==> config.mk <==
export PLATFORM = sky130hd
export DESIGN_NAME = date_add_subtract_days
export DESIGN_NICKNAME = d
export VERILOG_FILES = /design/src/sv/dad_pkg.sv /design/src/sv/dad_to_daynum.sv /design/src/sv/dad_split_years.sv /design/src/sv/dad_to_date.sv /design/src/sv/date_add_subtract_days.sv
export SDC_FILE = /design/constraint.sdc
export NUM_CORES = 2
export LEC_CHECK = 0
export BUFFER_PORTS_ARGS = -buffer_cell sky130_fd_sc_hd__buf_2
export CAP_MARGIN = 10
export CORE_ASPECT_RATIO = 0.5
export CORE_MARGIN = 4
export CORE_UTILIZATION = 60
export DETAILED_ROUTE_END_ITERATION = 10
export PLACE_DENSITY = 0.8
export SETUP_SLACK_MARGIN = 0.15
export SLEW_MARGIN = 20
export SYNTH_ARGS = -nofsm -noshare
export SYNTH_HDL_FRONTEND = slang
export SYNTH_HIERARCHICAL = 1
export SYNTH_SLANG_ARGS = --single-unit
export TNS_END_PERCENT = 100
==> constraint.sdc <==
create_clock -name clk -period 10.2 [get_ports clk]
set_input_delay 0.51 -clock clk [delete_from_list [all_inputs] [get_ports clk]]
set_output_delay 0.51 -clock clk [all_outputs]
set_load 0.01 [all_outputs]
==> src/sv/dad_pkg.sv <==
// ----------------------------------------------------------------------------
// dad_pkg - shared types and constants for the date add/subtract pipeline
// Beat formats, calendar tables and fixed-point reciprocals for the
// constant dividers.
// ----------------------------------------------------------------------------
package dad_pkg;

  // Fixed calendar limits
  localparam int unsigned DN_W        = 22;        // day number 0..3652058
  localparam int unsigned MAX_DAYNUM  = 3652058;   // 9999-12-31
  localparam int unsigned MAX_YEAR    = 9999;
  localparam int unsigned DAYS_400Y   = 146097;
  localparam int unsigned DAYS_100Y   = 36524;
  localparam int unsigned DAYS_4Y     = 1461;
  localparam int unsigned DAYS_1Y     = 365;

  // Reciprocals, rounded up so the estimate is never low (corrected by one)
  localparam int unsigned RECIP_100   = 5243;      // >> 19, exact below 43699
  localparam int unsigned RECIP_400Y  = 3675;      // >> 29
  localparam int unsigned RECIP_4Y    = 11484;     // >> 24

  // Cycles from an accepted input beat to its result strobe
  localparam int unsigned LATENCY     = 10;

  typedef enum logic {
    FUNC_ADD = 1'b0,
    FUNC_SUB = 1'b1
  } func_t;

  typedef struct packed {
    logic        func;
    logic [13:0] year;
    logic [3:0]  month;
    logic [4:0]  day;
    logic [19:0] day_count;
  } in_item_t;

  typedef struct packed {
    logic [13:0] result_year;
    logic [3:0]  result_month;
    logic [4:0]  result_day;
    logic        range_error;
  } out_item_t;

  typedef struct packed {
    logic [13:0] year;
    logic [3:0]  month;
    logic [4:0]  day;
  } date_t;

  // Travels alongside every beat: start date and error flag
  typedef struct packed {
    date_t orig;
    logic  err;
  } carry_t;

  // Year split handed from the year stages to the month/day stage
  typedef struct packed {
    logic [13:0] year;
    logic [8:0]  yday;   // 0..365
    logic        leap;
  } ysplit_t;

  function automatic logic [4:0] days_in_month(input logic [3:0] m, input logic leap);
    logic [4:0] len;
    unique case (m)
      4'd1, 4'd3, 4'd5, 4'd7, 4'd8, 4'd10, 4'd12: len = 5'd31;
      4'd4, 4'd6, 4'd9, 4'd11:                    len = 5'd30;
      4'd2:                                       len = leap ? 5'd29 : 5'd28;
      default:                                    len = 5'd0;
    endcase
    return len;
  endfunction

  function automatic logic [8:0] days_before(input logic [3:0] m);
    logic [8:0] db;
    unique case (m)
      4'd2:    db = 9'd31;
      4'd3:    db = 9'd59;
      4'd4:    db = 9'd90;
      4'd5:    db = 9'd120;
      4'd6:    db = 9'd151;
      4'd7:    db = 9'd181;
      4'd8:    db = 9'd212;
      4'd9:    db = 9'd243;
      4'd10:   db = 9'd273;
      4'd11:   db = 9'd304;
      4'd12:   db = 9'd334;
      default: db = 9'd0;
    endcase
    return db;
  endfunction

  // First day of month m within its year, leap day included
  function automatic logic [8:0] month_start(input logic [3:0] m, input logic leap);
    return days_before(m) + ((leap && (m > 4'd2)) ? 9'd1 : 9'd0);
  endfunction

endpackage

==> src/sv/dad_to_daynum.sv <==
// ----------------------------------------------------------------------------
// dad_to_daynum - date to day number, then add or subtract the count
// Three stages: quotients, day number with validity check, offset and
// range check.
// ----------------------------------------------------------------------------
module dad_to_daynum (
  input  logic                          clk,
  input  logic                          rst_n,
  input  logic                          in_valid,
  input  dad_pkg::in_item_t             in_item,
  output logic                          dn_valid,
  output logic [dad_pkg::DN_W-1:0]      dn,
  output dad_pkg::carry_t               dn_carry
);

  // Stage 1: y-1, (y-1)/100, y/100, 365*(y-1)
  logic                         v1_r;
  dad_pkg::in_item_t            item1_r;
  logic [7:0]                   p100_r, y100_r;
  logic [dad_pkg::DN_W-1:0]     p365_r;
  logic [13:0]                  p1;
  logic [26:0]                  p_mul, y_mul;

  always_comb begin
    p1    = in_item.year - 14'd1;
    p_mul = 27'(p1) * 27'(dad_pkg::RECIP_100);
    y_mul = 27'(in_item.year) * 27'(dad_pkg::RECIP_100);
  end

  always_ff @(posedge clk) begin
    if (!rst_n) begin
      v1_r <= 1'b0;
    end else begin
      v1_r <= in_valid;
    end
    item1_r <= in_item;
    p100_r  <= p_mul[26:19];
    y100_r  <= y_mul[26:19];
    p365_r  <= dad_pkg::DN_W'(p1) * dad_pkg::DN_W'(dad_pkg::DAYS_1Y);
  end

  // Stage 2: leap flag, date check, day number since 0001-01-01
  logic                         v2_r;
  dad_pkg::in_item_t            item2_r;
  logic                         err2_r;
  logic [dad_pkg::DN_W-1:0]     dn2_r;
  logic [13:0]                  p2;
  logic [14:0]                  y100x;
  logic                         cent, leap2, ok2;
  logic [4:0]                   dim;
  logic [dad_pkg::DN_W-1:0]     dn2_nxt;

  always_comb begin
    p2     = item1_r.year - 14'd1;
    y100x  = 15'(y100_r) * 15'd100;
    cent   = ({1'b0, item1_r.year} == y100x);
    leap2  = ((item1_r.year[1:0] == 2'b00) && !cent) || (cent && (y100_r[1:0] == 2'b00));
    dim    = dad_pkg::days_in_month(item1_r.month, leap2);
    ok2    = (item1_r.year >= 14'd1) && (item1_r.year <= 14'(dad_pkg::MAX_YEAR)) &&
             (item1_r.month >= 4'd1) && (item1_r.month <= 4'd12) &&
             (item1_r.day >= 5'd1) && (item1_r.day <= dim);
    dn2_nxt = p365_r + dad_pkg::DN_W'(p2 >> 2) - dad_pkg::DN_W'(p100_r)
            + dad_pkg::DN_W'(p100_r >> 2)
            + dad_pkg::DN_W'(dad_pkg::month_start(item1_r.month, leap2))
            + dad_pkg::DN_W'(item1_r.day) - dad_pkg::DN_W'(1);
  end

  always_ff @(posedge clk) begin
    if (!rst_n) begin
      v2_r <= 1'b0;
    end else begin
      v2_r <= v1_r;
    end
    item2_r <= item1_r;
    err2_r  <= !ok2;
    dn2_r   <= dn2_nxt;
  end

  // Stage 3: apply the count, flag results outside the calendar
  logic                         v3_r;
  dad_pkg::carry_t              carry3_r, carry3_nxt;
  logic [dad_pkg::DN_W-1:0]     dn3_r, dn3_nxt;
  logic [dad_pkg::DN_W:0]       sum3;

  always_comb begin
    sum3 = {1'b0, dn2_r} + (dad_pkg::DN_W + 1)'(item2_r.day_count);
    carry3_nxt.orig.year  = item2_r.year;
    carry3_nxt.orig.month = item2_r.month;
    carry3_nxt.orig.day   = item2_r.day;
    if (dad_pkg::func_t'(item2_r.func) == dad_pkg::FUNC_SUB) begin
      carry3_nxt.err = err2_r || (dad_pkg::DN_W'(item2_r.day_count) > dn2_r);
      dn3_nxt        = dn2_r - dad_pkg::DN_W'(item2_r.day_count);
    end else begin
      carry3_nxt.err = err2_r || (sum3 > (dad_pkg::DN_W + 1)'(dad_pkg::MAX_DAYNUM));
      dn3_nxt        = sum3[dad_pkg::DN_W-1:0];
    end
  end

  always_ff @(posedge clk) begin
    if (!rst_n) begin
      v3_r <= 1'b0;
    end else begin
      v3_r <= v2_r;
    end
    carry3_r <= carry3_nxt;
    dn3_r    <= dn3_nxt;
  end

  assign dn_valid = v3_r;
  assign dn       = dn3_r;
  assign dn_carry = carry3_r;

endmodule

==> src/sv/dad_split_years.sv <==
// ----------------------------------------------------------------------------
// dad_split_years - day number to year and day of year
// Six stages: 400-year cycle (estimate, correct), centuries, 4-year cycle
// (estimate, correct), single years with year assembly.
// ----------------------------------------------------------------------------
module dad_split_years (
  input  logic                          clk,
  input  logic                          rst_n,
  input  logic                          dn_valid,
  input  logic [dad_pkg::DN_W-1:0]      dn,
  input  dad_pkg::carry_t               dn_carry,
  output logic                          ys_valid,
  output dad_pkg::ysplit_t              ys,
  output dad_pkg::carry_t               ys_carry
);

  // Stage 4: q400 estimate, never low
  logic                         v4_r;
  dad_pkg::carry_t              c4_r;
  logic [dad_pkg::DN_W-1:0]     n4_r;
  logic [4:0]                   q400e_r;
  logic [33:0]                  m4;

  assign m4 = 34'(dn) * 34'(dad_pkg::RECIP_400Y);

  always_ff @(posedge clk) begin
    if (!rst_n) begin
      v4_r <= 1'b0;
    end else begin
      v4_r <= dn_valid;
    end
    c4_r    <= dn_carry;
    n4_r    <= dn;
    q400e_r <= m4[33:29];
  end

  // Stage 5: remainder, step back once if the estimate was high
  logic                         v5_r;
  dad_pkg::carry_t              c5_r;
  logic [4:0]                   q400_r;
  logic [17:0]                  r400_r;
  logic [23:0]                  d5, r5;

  always_comb begin
    d5 = {2'b00, n4_r} - (24'(q400e_r) * 24'(dad_pkg::DAYS_400Y));
    r5 = d5[23] ? d5 + 24'(dad_pkg::DAYS_400Y) : d5;
  end

  always_ff @(posedge clk) begin
    if (!rst_n) begin
      v5_r <= 1'b0;
    end else begin
      v5_r <= v4_r;
    end
    c5_r   <= c4_r;
    q400_r <= q400e_r - 5'(d5[23]);
    r400_r <= r5[17:0];
  end

  // Stage 6: centuries by compare, last day of a 400-year cycle stays in century 3
  logic                         v6_r;
  dad_pkg::carry_t              c6_r;
  logic [4:0]                   q400_6_r;
  logic [1:0]                   q100_r, q100_nxt;
  logic [15:0]                  r1_r;
  logic [17:0]                  off6;

  always_comb begin
    priority if (r400_r >= 18'(3 * dad_pkg::DAYS_100Y)) begin
      q100_nxt = 2'd3;
      off6     = 18'(3 * dad_pkg::DAYS_100Y);
    end else if (r400_r >= 18'(2 * dad_pkg::DAYS_100Y)) begin
      q100_nxt = 2'd2;
      off6     = 18'(2 * dad_pkg::DAYS_100Y);
    end else if (r400_r >= 18'(dad_pkg::DAYS_100Y)) begin
      q100_nxt = 2'd1;
      off6     = 18'(dad_pkg::DAYS_100Y);
    end else begin
      q100_nxt = 2'd0;
      off6     = 18'd0;
    end
  end

  always_ff @(posedge clk) begin
    if (!rst_n) begin
      v6_r <= 1'b0;
    end else begin
      v6_r <= v5_r;
    end
    c6_r     <= c5_r;
    q400_6_r <= q400_r;
    q100_r   <= q100_nxt;
    r1_r     <= 16'(r400_r - off6);
  end

  // Stage 7: q4 estimate, never low
  logic                         v7_r;
  dad_pkg::carry_t              c7_r;
  logic [4:0]                   q400_7_r;
  logic [1:0]                   q100_7_r;
  logic [15:0]                  r1_7_r;
  logic [5:0]                   q4e_r;
  logic [29:0]                  m7;

  assign m7 = 30'(r1_r) * 30'(dad_pkg::RECIP_4Y);

  always_ff @(posedge clk) begin
    if (!rst_n) begin
      v7_r <= 1'b0;
    end else begin
      v7_r <= v6_r;
    end
    c7_r     <= c6_r;
    q400_7_r <= q400_6_r;
    q100_7_r <= q100_r;
    r1_7_r   <= r1_r;
    q4e_r    <= m7[29:24];
  end

  // Stage 8: remainder within the 4-year cycle, corrected
  logic                         v8_r;
  dad_pkg::carry_t              c8_r;
  logic [4:0]                   q400_8_r;
  logic [1:0]                   q100_8_r;
  logic [4:0]                   q4_r;
  logic [10:0]                  r2_r;
  logic [16:0]                  d8, r8;

  always_comb begin
    d8 = {1'b0, r1_7_r} - (17'(q4e_r) * 17'(dad_pkg::DAYS_4Y));
    r8 = d8[16] ? d8 + 17'(dad_pkg::DAYS_4Y) : d8;
  end

  always_ff @(posedge clk) begin
    if (!rst_n) begin
      v8_r <= 1'b0;
    end else begin
      v8_r <= v7_r;
    end
    c8_r     <= c7_r;
    q400_8_r <= q400_7_r;
    q100_8_r <= q100_7_r;
    q4_r     <= 5'(q4e_r - 6'(d8[16]));
    r2_r     <= r8[10:0];
  end

  // Stage 9: single years by compare, year assembly, leap flag
  logic                         v9_r;
  dad_pkg::carry_t              c9_r;
  dad_pkg::ysplit_t             ys9_r, ys9_nxt;
  logic [1:0]                   q1;
  logic [10:0]                  off9;

  always_comb begin
    priority if (r2_r >= 11'(3 * dad_pkg::DAYS_1Y)) begin
      q1   = 2'd3;
      off9 = 11'(3 * dad_pkg::DAYS_1Y);
    end else if (r2_r >= 11'(2 * dad_pkg::DAYS_1Y)) begin
      q1   = 2'd2;
      off9 = 11'(2 * dad_pkg::DAYS_1Y);
    end else if (r2_r >= 11'(dad_pkg::DAYS_1Y)) begin
      q1   = 2'd1;
      off9 = 11'(dad_pkg::DAYS_1Y);
    end else begin
      q1   = 2'd0;
      off9 = 11'd0;
    end
    ys9_nxt.yday = 9'(r2_r - off9);
    ys9_nxt.year = 14'(q400_8_r) * 14'd400 + 14'(q100_8_r) * 14'd100
                 + {7'd0, q4_r, 2'b00} + 14'(q1) + 14'd1;
    // last year of a 4-year block, unless it ends a non-400 century
    ys9_nxt.leap = (q1 == 2'd3) && ((q4_r != 5'd24) || (q100_8_r == 2'd3));
  end

  always_ff @(posedge clk) begin
    if (!rst_n) begin
      v9_r <= 1'b0;
    end else begin
      v9_r <= v8_r;
    end
    c9_r  <= c8_r;
    ys9_r <= ys9_nxt;
  end

  assign ys_valid = v9_r;
  assign ys       = ys9_r;
  assign ys_carry = c9_r;

endmodule

==> src/sv/dad_to_date.sv <==
// ----------------------------------------------------------------------------
// dad_to_date - day of year to month and day, output register
// Month found by parallel compares against month starts; error beats
// return the start date.
// ----------------------------------------------------------------------------
module dad_to_date (
  input  logic                  clk,
  input  logic                  rst_n,
  input  logic                  ys_valid,
  input  dad_pkg::ysplit_t      ys,
  input  dad_pkg::carry_t       ys_carry,
  output logic                  out_valid,
  output dad_pkg::out_item_t    out_data
);

  logic                 v10_r;
  dad_pkg::out_item_t   out10_r, out10_nxt;
  logic [3:0]           mcnt, month;
  logic [8:0]           mstart;

  always_comb begin
    mcnt = 4'd0;
    for (int k = 2; k <= 12; k++) begin
      if (ys.yday >= dad_pkg::month_start(4'(k), ys.leap)) begin
        mcnt = mcnt + 4'd1;
      end
    end
    month  = mcnt + 4'd1;
    mstart = dad_pkg::month_start(month, ys.leap);
    if (ys_carry.err) begin
      out10_nxt.result_year  = ys_carry.orig.year;
      out10_nxt.result_month = ys_carry.orig.month;
      out10_nxt.result_day   = ys_carry.orig.day;
    end else begin
      out10_nxt.result_year  = ys.year;
      out10_nxt.result_month = month;
      out10_nxt.result_day   = 5'(ys.yday - mstart + 9'd1);
    end
    out10_nxt.range_error = ys_carry.err;
  end

  always_ff @(posedge clk) begin
    if (!rst_n) begin
      v10_r <= 1'b0;
    end else begin
      v10_r <= ys_valid;
    end
    out10_r <= out10_nxt;
  end

  assign out_valid = v10_r;
  assign out_data  = out10_r;

endmodule

==> src/sv/date_add_subtract_days.sv <==
// ----------------------------------------------------------------------------
// date_add_subtract_days - Gregorian date plus or minus a day count
// Exact calendar arithmetic through a day number counted from 0001-01-01.
// Results outside years 1..9999, or an invalid start date, raise
// range_error and return the start date.
// ----------------------------------------------------------------------------
//
//  channel  | ports                     | handshake
//  ---------+---------------------------+-----------------------------------
//  input    | start, busy, in_data      | beat taken when start && !busy
//  result   | out_valid, out_data       | one-cycle strobe, no back-pressure
//
// One beat per cycle, fully pipelined: each beat's result strobes once it has
// passed the ten register stages (three to day number, six to year, one to
// month/day and output); the delay is dad_pkg::LATENCY.
// Reset (rst_n low, synchronous) clears all stage valid bits; busy is high
// only while reset is held. The receiver cannot stall, so nothing in the
// pipe ever waits and busy never rises in normal operation.
//
module date_add_subtract_days (
  input  logic                  clk,
  input  logic                  rst_n,
  input  logic                  start,
  output logic                  busy,
  input  dad_pkg::in_item_t     in_data,
  output logic                  out_valid,
  output dad_pkg::out_item_t    out_data
);

  logic                         accept;

  // date -> day number -> offset
  logic                         dn_valid;
  logic [dad_pkg::DN_W-1:0]     dn;
  dad_pkg::carry_t              dn_carry;

  // day number -> year / day of year
  logic                         ys_valid;
  dad_pkg::ysplit_t             ys;
  dad_pkg::carry_t              ys_carry;

  // Only reset holds off input; every stage advances every cycle.
  assign busy   = !rst_n;
  assign accept = start && !busy;

  dad_to_daynum u_to_daynum (
    .clk      (clk),
    .rst_n    (rst_n),
    .in_valid (accept),
    .in_item  (in_data),
    .dn_valid (dn_valid),
    .dn       (dn),
    .dn_carry (dn_carry)
  );

  dad_split_years u_split_years (
    .clk      (clk),
    .rst_n    (rst_n),
    .dn_valid (dn_valid),
    .dn       (dn),
    .dn_carry (dn_carry),
    .ys_valid (ys_valid),
    .ys       (ys),
    .ys_carry (ys_carry)
  );

  // Output register lives in the last stage.
  dad_to_date u_to_date (
    .clk       (clk),
    .rst_n     (rst_n),
    .ys_valid  (ys_valid),
    .ys        (ys),
    .ys_carry  (ys_carry),
    .out_valid (out_valid),
    .out_data  (out_data)
  );

endmodule

* Yosys cells after proc, flatten, opt, wreduce, memory -nomap -nowiden *
Memories as Yosys holds them, arrays and structs flattened. A register that Yosys moved wholly into a read port is not among the register bits.
Cells that the tools add are included.

storage, ports and cells
  memories kept = 2
  bits in registers = 522
  word-level logic and storage cells = 234
  output and inout port bits = 26
  bits of input ports = 47
  bits in read-only memories = 288

memories
  name              depth  bits a word  read ports  clocked after Yosys merged registers in  write ports  RTL line       source
  (name not given)  16     9            1           0                                        0            dad_pkg.sv:77  unique case (m)
  (name not given)  16     9            1           1                                        0            dad_pkg.sv:77

operators by class
  reductions and logical operators = 23
  $lt $le $gt $ge = 27
  multiplexer cells = 32
  $add $sub $neg = 47
  multiply operators = 10
  equal/unequal tests = 16

operators with widths
  cell                    count
  $ge 9x9->1              10
  $mul 14x13->27 const B  2
  $mux 16                 3
  $add 4x1->4 const B     11
  $mux 4                  10
  $add 8x9->9 const A     4
  $ge 18x17->1 const B    2
  $mul 22x12->34 const B  1
  $mul 16x12->28 const B  1
  $sub 14x1->14 const B   2
  $add 9x9->9 const A     3
  $mux 9                  3
  $sub 22x23->24          1
  $add 22x20->23          1
  $gt 23x22->1 const B    1
  $mul 5x18->23 const B   1
  $mux 23                 1
  $add 22x12->22          1
  $add 22x5->22           1
  $add 22x6->22           1
  $add 22x9->22           1
  $gt 20x22->1            1
  $mul 14x9->22 const B   1
  $mux 22                 1
  other kinds (54)        91

* Longest topological paths before layout *
  depth after elaboration = 30
  gate-level depth with buffers = 46
  gate-level depth less buffers = 46

* Cells and area by module *
The synthesis kept the hierarchy.

modules (own cells, without submodules)
  module                  cells each  instances  sequential area each (µm²)  area an instance (µm²)
  dad_split_years         1,955       1          5,985.7                     20,918.8
  dad_to_daynum           1,886       1          4,144.0                     18,805.5
  dad_to_date             309         1          500.5                       2,846.5
  date_add_subtract_days  2           1          0.0                         10.0

* Worst setup path before layout *
OpenSTA, ideal clock, no wires.

  path type = register to register
  start point = reg u_split_years.ys9_r (netlist bit u_split_years/ys[0])
  end point = reg u_to_date.out10_r (netlist bit u_to_date/out_data[5])
  setup time = 0.120 ns
  required time = 10.080 ns
  arrival = 8.851 ns
  clock period less this slack = 8.970 ns
  path buffers = 0
  stages on the path, launching flop included = 46
  slack = 1.230 ns
  cells stage by stage = dfxtp_1 > inv_1 > ha_1 > nand2b_4 > a21o_1 > a311o_1 > ha_1 > or3_1 > nand4_2 > inv_2 > ha_1 > nand2_1 > nand2_1 > ha_1 > a211o_1 > xnor2_2 > a21oi_1 > ha_1 > [10 not listed] > a21oi_1 > ha_1 > xnor2_1 > inv_1 > ha_1 > nand2_1 > o31ai_1 > ha_1 > inv_1 > ha_1 > ha_1 > a21oi_1 > xnor2_1 > nand2b_1 > a2111oi_0 > mux2_4 > a221oi_2 > o31a_1

RTL lines
  element                 RTL line                source
  from (decl)             dad_split_years.sv:150  dad_pkg::ysplit_t ys9_r, ys9_nxt;
  from (signal assigned)  dad_split_years.sv:182  ys9_r <= ys9_nxt;
  to (signal assigned)    dad_to_date.sv:48       out10_r <= out10_nxt;
  to (decl)               dad_to_date.sv:17       dad_pkg::out_item_t out10_r, out10_nxt;

==> run metrics <==
Reg area around 11000 sq um; Nets between 5k and 6k; total CTS buffers 48; most common library cells after synthesis inv_1, ha_1, dfxtp_1, fa_1, xnor2_1; GR Layer Usage met2 43.1%; deepest clock path buffer count 3; Fillers 5216; CP Launch Type flop; worst hold path class input port to flop; GRT Residual Overflow 0; Crit Path Max Fanout 6; routed len/inst about 16 microns; Crit-path slowest cell a311o_1; mean post-synth cell area 10.3 sq um; M1 GR Usage 28.2%; delay-heaviest family, CP adder cells; port bufs 72; final count of pins violating max slew 0; Worst Path Required 10700 ps; post-synth net total 5404; top post-synthesis cells by area dfxtp_1, ha_1, fa_1, inv_1, xnor2_1; Final Skew between 60 and 70 ps; Post-Syn Instances 4152; warnings from Yosys 6; count of final setup violators 0; Yosys top cell area share 25.0%; dominant cell type by area after synthesis dfxtp_1; DRC Markers 0; via count 28.0k; Die Height 196 microns; first-pass GRT wire length 146000 microns; DR iter-0 viols about 1.3k; CP arrival 10110 ps; core area 69600 sq um; met3 GRT Util 2.56%; die area 75600 sq um; slowest stage delay, CP 400 ps; Post-synth EDFFs 0; DPL Wire Length roughly 67000 microns; clk sinks 531; FMAX 104 MHz; DRT Pass-1 Iters 7; area of the multi-input gates ~28000 sq um; Layout area overhead 7.95%; clk_lat worst skew around 600 ps; share of layout cells above drive strength 1 6.66%; Crit Path Category flop to flop; Post-synth ARST share 0%; number of synthesized register bits 531; initial core utilization about three fifths; worst slew margin relative to its limit 40.7%; Final Critical Period around 9600 ps; GPL Wtd Cong 0.890; setup TNS 0 ps; post-route clock period utilization 94.2%; CP most frequent cell ha_1; Rows 68; initial antenna violation count 0; final WL 85600 microns; Max Cap Viol 0; Yosys cell types 123; critical path endpoint category flop; GRT Max-Usage Layer met2; Antenna Nets Post-Route 0; io pins 73; Clk pin slew, worst setup/hold paths around 70 ps; sequential area share after synthesis between 20% and 30%; gr usage total 23.2%; status completed; Worst Path Buf+Inv 4; synthesized cell area 42600 sq um; cell with the most instances after synthesis inv_1; Die Wd 385 microns; # diodes 0; CTS tree done; Primary FF master, synth dfxtp_1; RSZ-0062 raised after global routing no; Root Driver clkbuf_16; final hold violation count 0; Slew @ Worst Pin a little under 900 ps; pin count of the biggest net entering global routing 45; Avg Vias per Cell 5.33; H-Tree Depth 2; vias in the first global route 30.6k
[kinds of logic after synthesis]
family                     after synthesis  synth area share, %
and+or+nand+nor                        555                 6.71
DFF                                    531                 25.0
AOI/OAI and AO/OA                      557                 9.19
muxes                                   41                 1.09
xor gates and xnor gates               266                 5.87
buffers and inverters                  997                 8.94
adders and majority gates             1205                 43.2
[registers in the layout, indices dropped and copies added (netlist names), 23 cells and up, named ones only]
signal,flops
u_split_years/ys,24
u_split_years/c4_r,24
u_split_years/c6_r,24
u_split_years/c7_r,24
u_to_daynum/dn_carry,24
u_to_daynum/carry3_nxt,23
u_split_years/c5_r,24
u_to_daynum/item1_r,44
u_to_date/out_data,24
u_split_years/c8_r,24
u_split_years/ys_carry,24
[final timing paths]
| kind | to | cells after the start | start | slack [ps] |
|---|---|---|---|---|
| max | u_to_date/out_data[5] | 45 | u_split_years/ys[0] | 590 |
| min | u_to_daynum/item1_r[25] | 1 | in_data[25] | 80 |
| max reg2reg | u_to_date/out_data[5] | 45 | u_split_years/ys[0] | 590 |
| min reg2reg | u_to_daynum/dn_carry[18] | 0 | u_to_daynum/carry3_nxt[18] | 320 |
[placed cells by master, fill, tap and decap left out, types with 8 or more instances in the layout]
| cell type | n |
|---|---|
| a211o_1 | 10 |
| a211oi_1 | 17 |
| a21boi_0 | 9 |
| a21o_1 | 67 |
| a21oi_1 | 145 |
| a21oi_2 | 8 |
| a31oi_1 | 24 |
| and2_1 | 20 |
| and3_1 | 17 |
| buf_2 | 72 |
| buf_4 | 10 |
| clkbuf_1 | 10 |
| clkbuf_16 | 48 |
| dfxtp_1 | 529 |
| dlygate4sd3_1 | 26 |
| fa_1 | 444 |
| ha_1 | 758 |
| inv_1 | 953 |
| mux2_2 | 20 |
| mux2i_1 | 17 |
| nand2_1 | 109 |
| nand2b_1 | 28 |
| nand3_1 | 45 |
| nand4_1 | 17 |
| nor2_1 | 154 |
| nor2b_1 | 38 |
| nor3_1 | 40 |
| nor4_1 | 9 |
| o211ai_1 | 15 |
| o21a_1 | 24 |
| o21ai_0 | 89 |
| o21ai_1 | 11 |
| o21bai_1 | 21 |
| o31ai_1 | 10 |
| or2_2 | 12 |
| or3_1 | 16 |
| xnor2_1 | 179 |
| xor2_1 | 71 |
[per-stage QoR]
step	instance area [sq um]	hold WS (ps)	setup slack [ps]	utilization [%]	instances
after floorplan	42600	310	1230	-	4152
after global placement	44000	310	616	63.2	5139
after detailed placement	44000	312	57.2	63.2	5139
after CTS	45900	44.7	193	65.9	5254
after global routing	46000	62.0	159	66.0	5257
final	46000	78.4	591	66.0	5257
[per-layer routing]
layer  share of wire [%]  up-vias
li1                    -    13584
met1                  42    13674
met2                  51      563
met3                 3.3      211
met4                 3.2        0
met5                   0        -
[final cells by class]
cell class	count	area share, %
repair buffers	108	1.51
clock inverters	24	0.705
well taps	945	2.57
clock buffers	65	2.90
multi-input cells	2624	61.3
inverters	960	7.85
flip-flops and latches	531	23.1
[timing repair]
item | 4_1_cts | 5_1_grt
endpoints found under the hold margin | 26 | 0
pin swaps | 0 | 5
resized for setup | 1 | 13
hold buffers | 26 | 0
setup buffers | 0 | 3
setup endpoints to repair | 1 | 1
cloned | 0 | 0
Power is not shown: default switching activity piles up to over one toggle a cycle in this logic, so the estimate is an artifact.
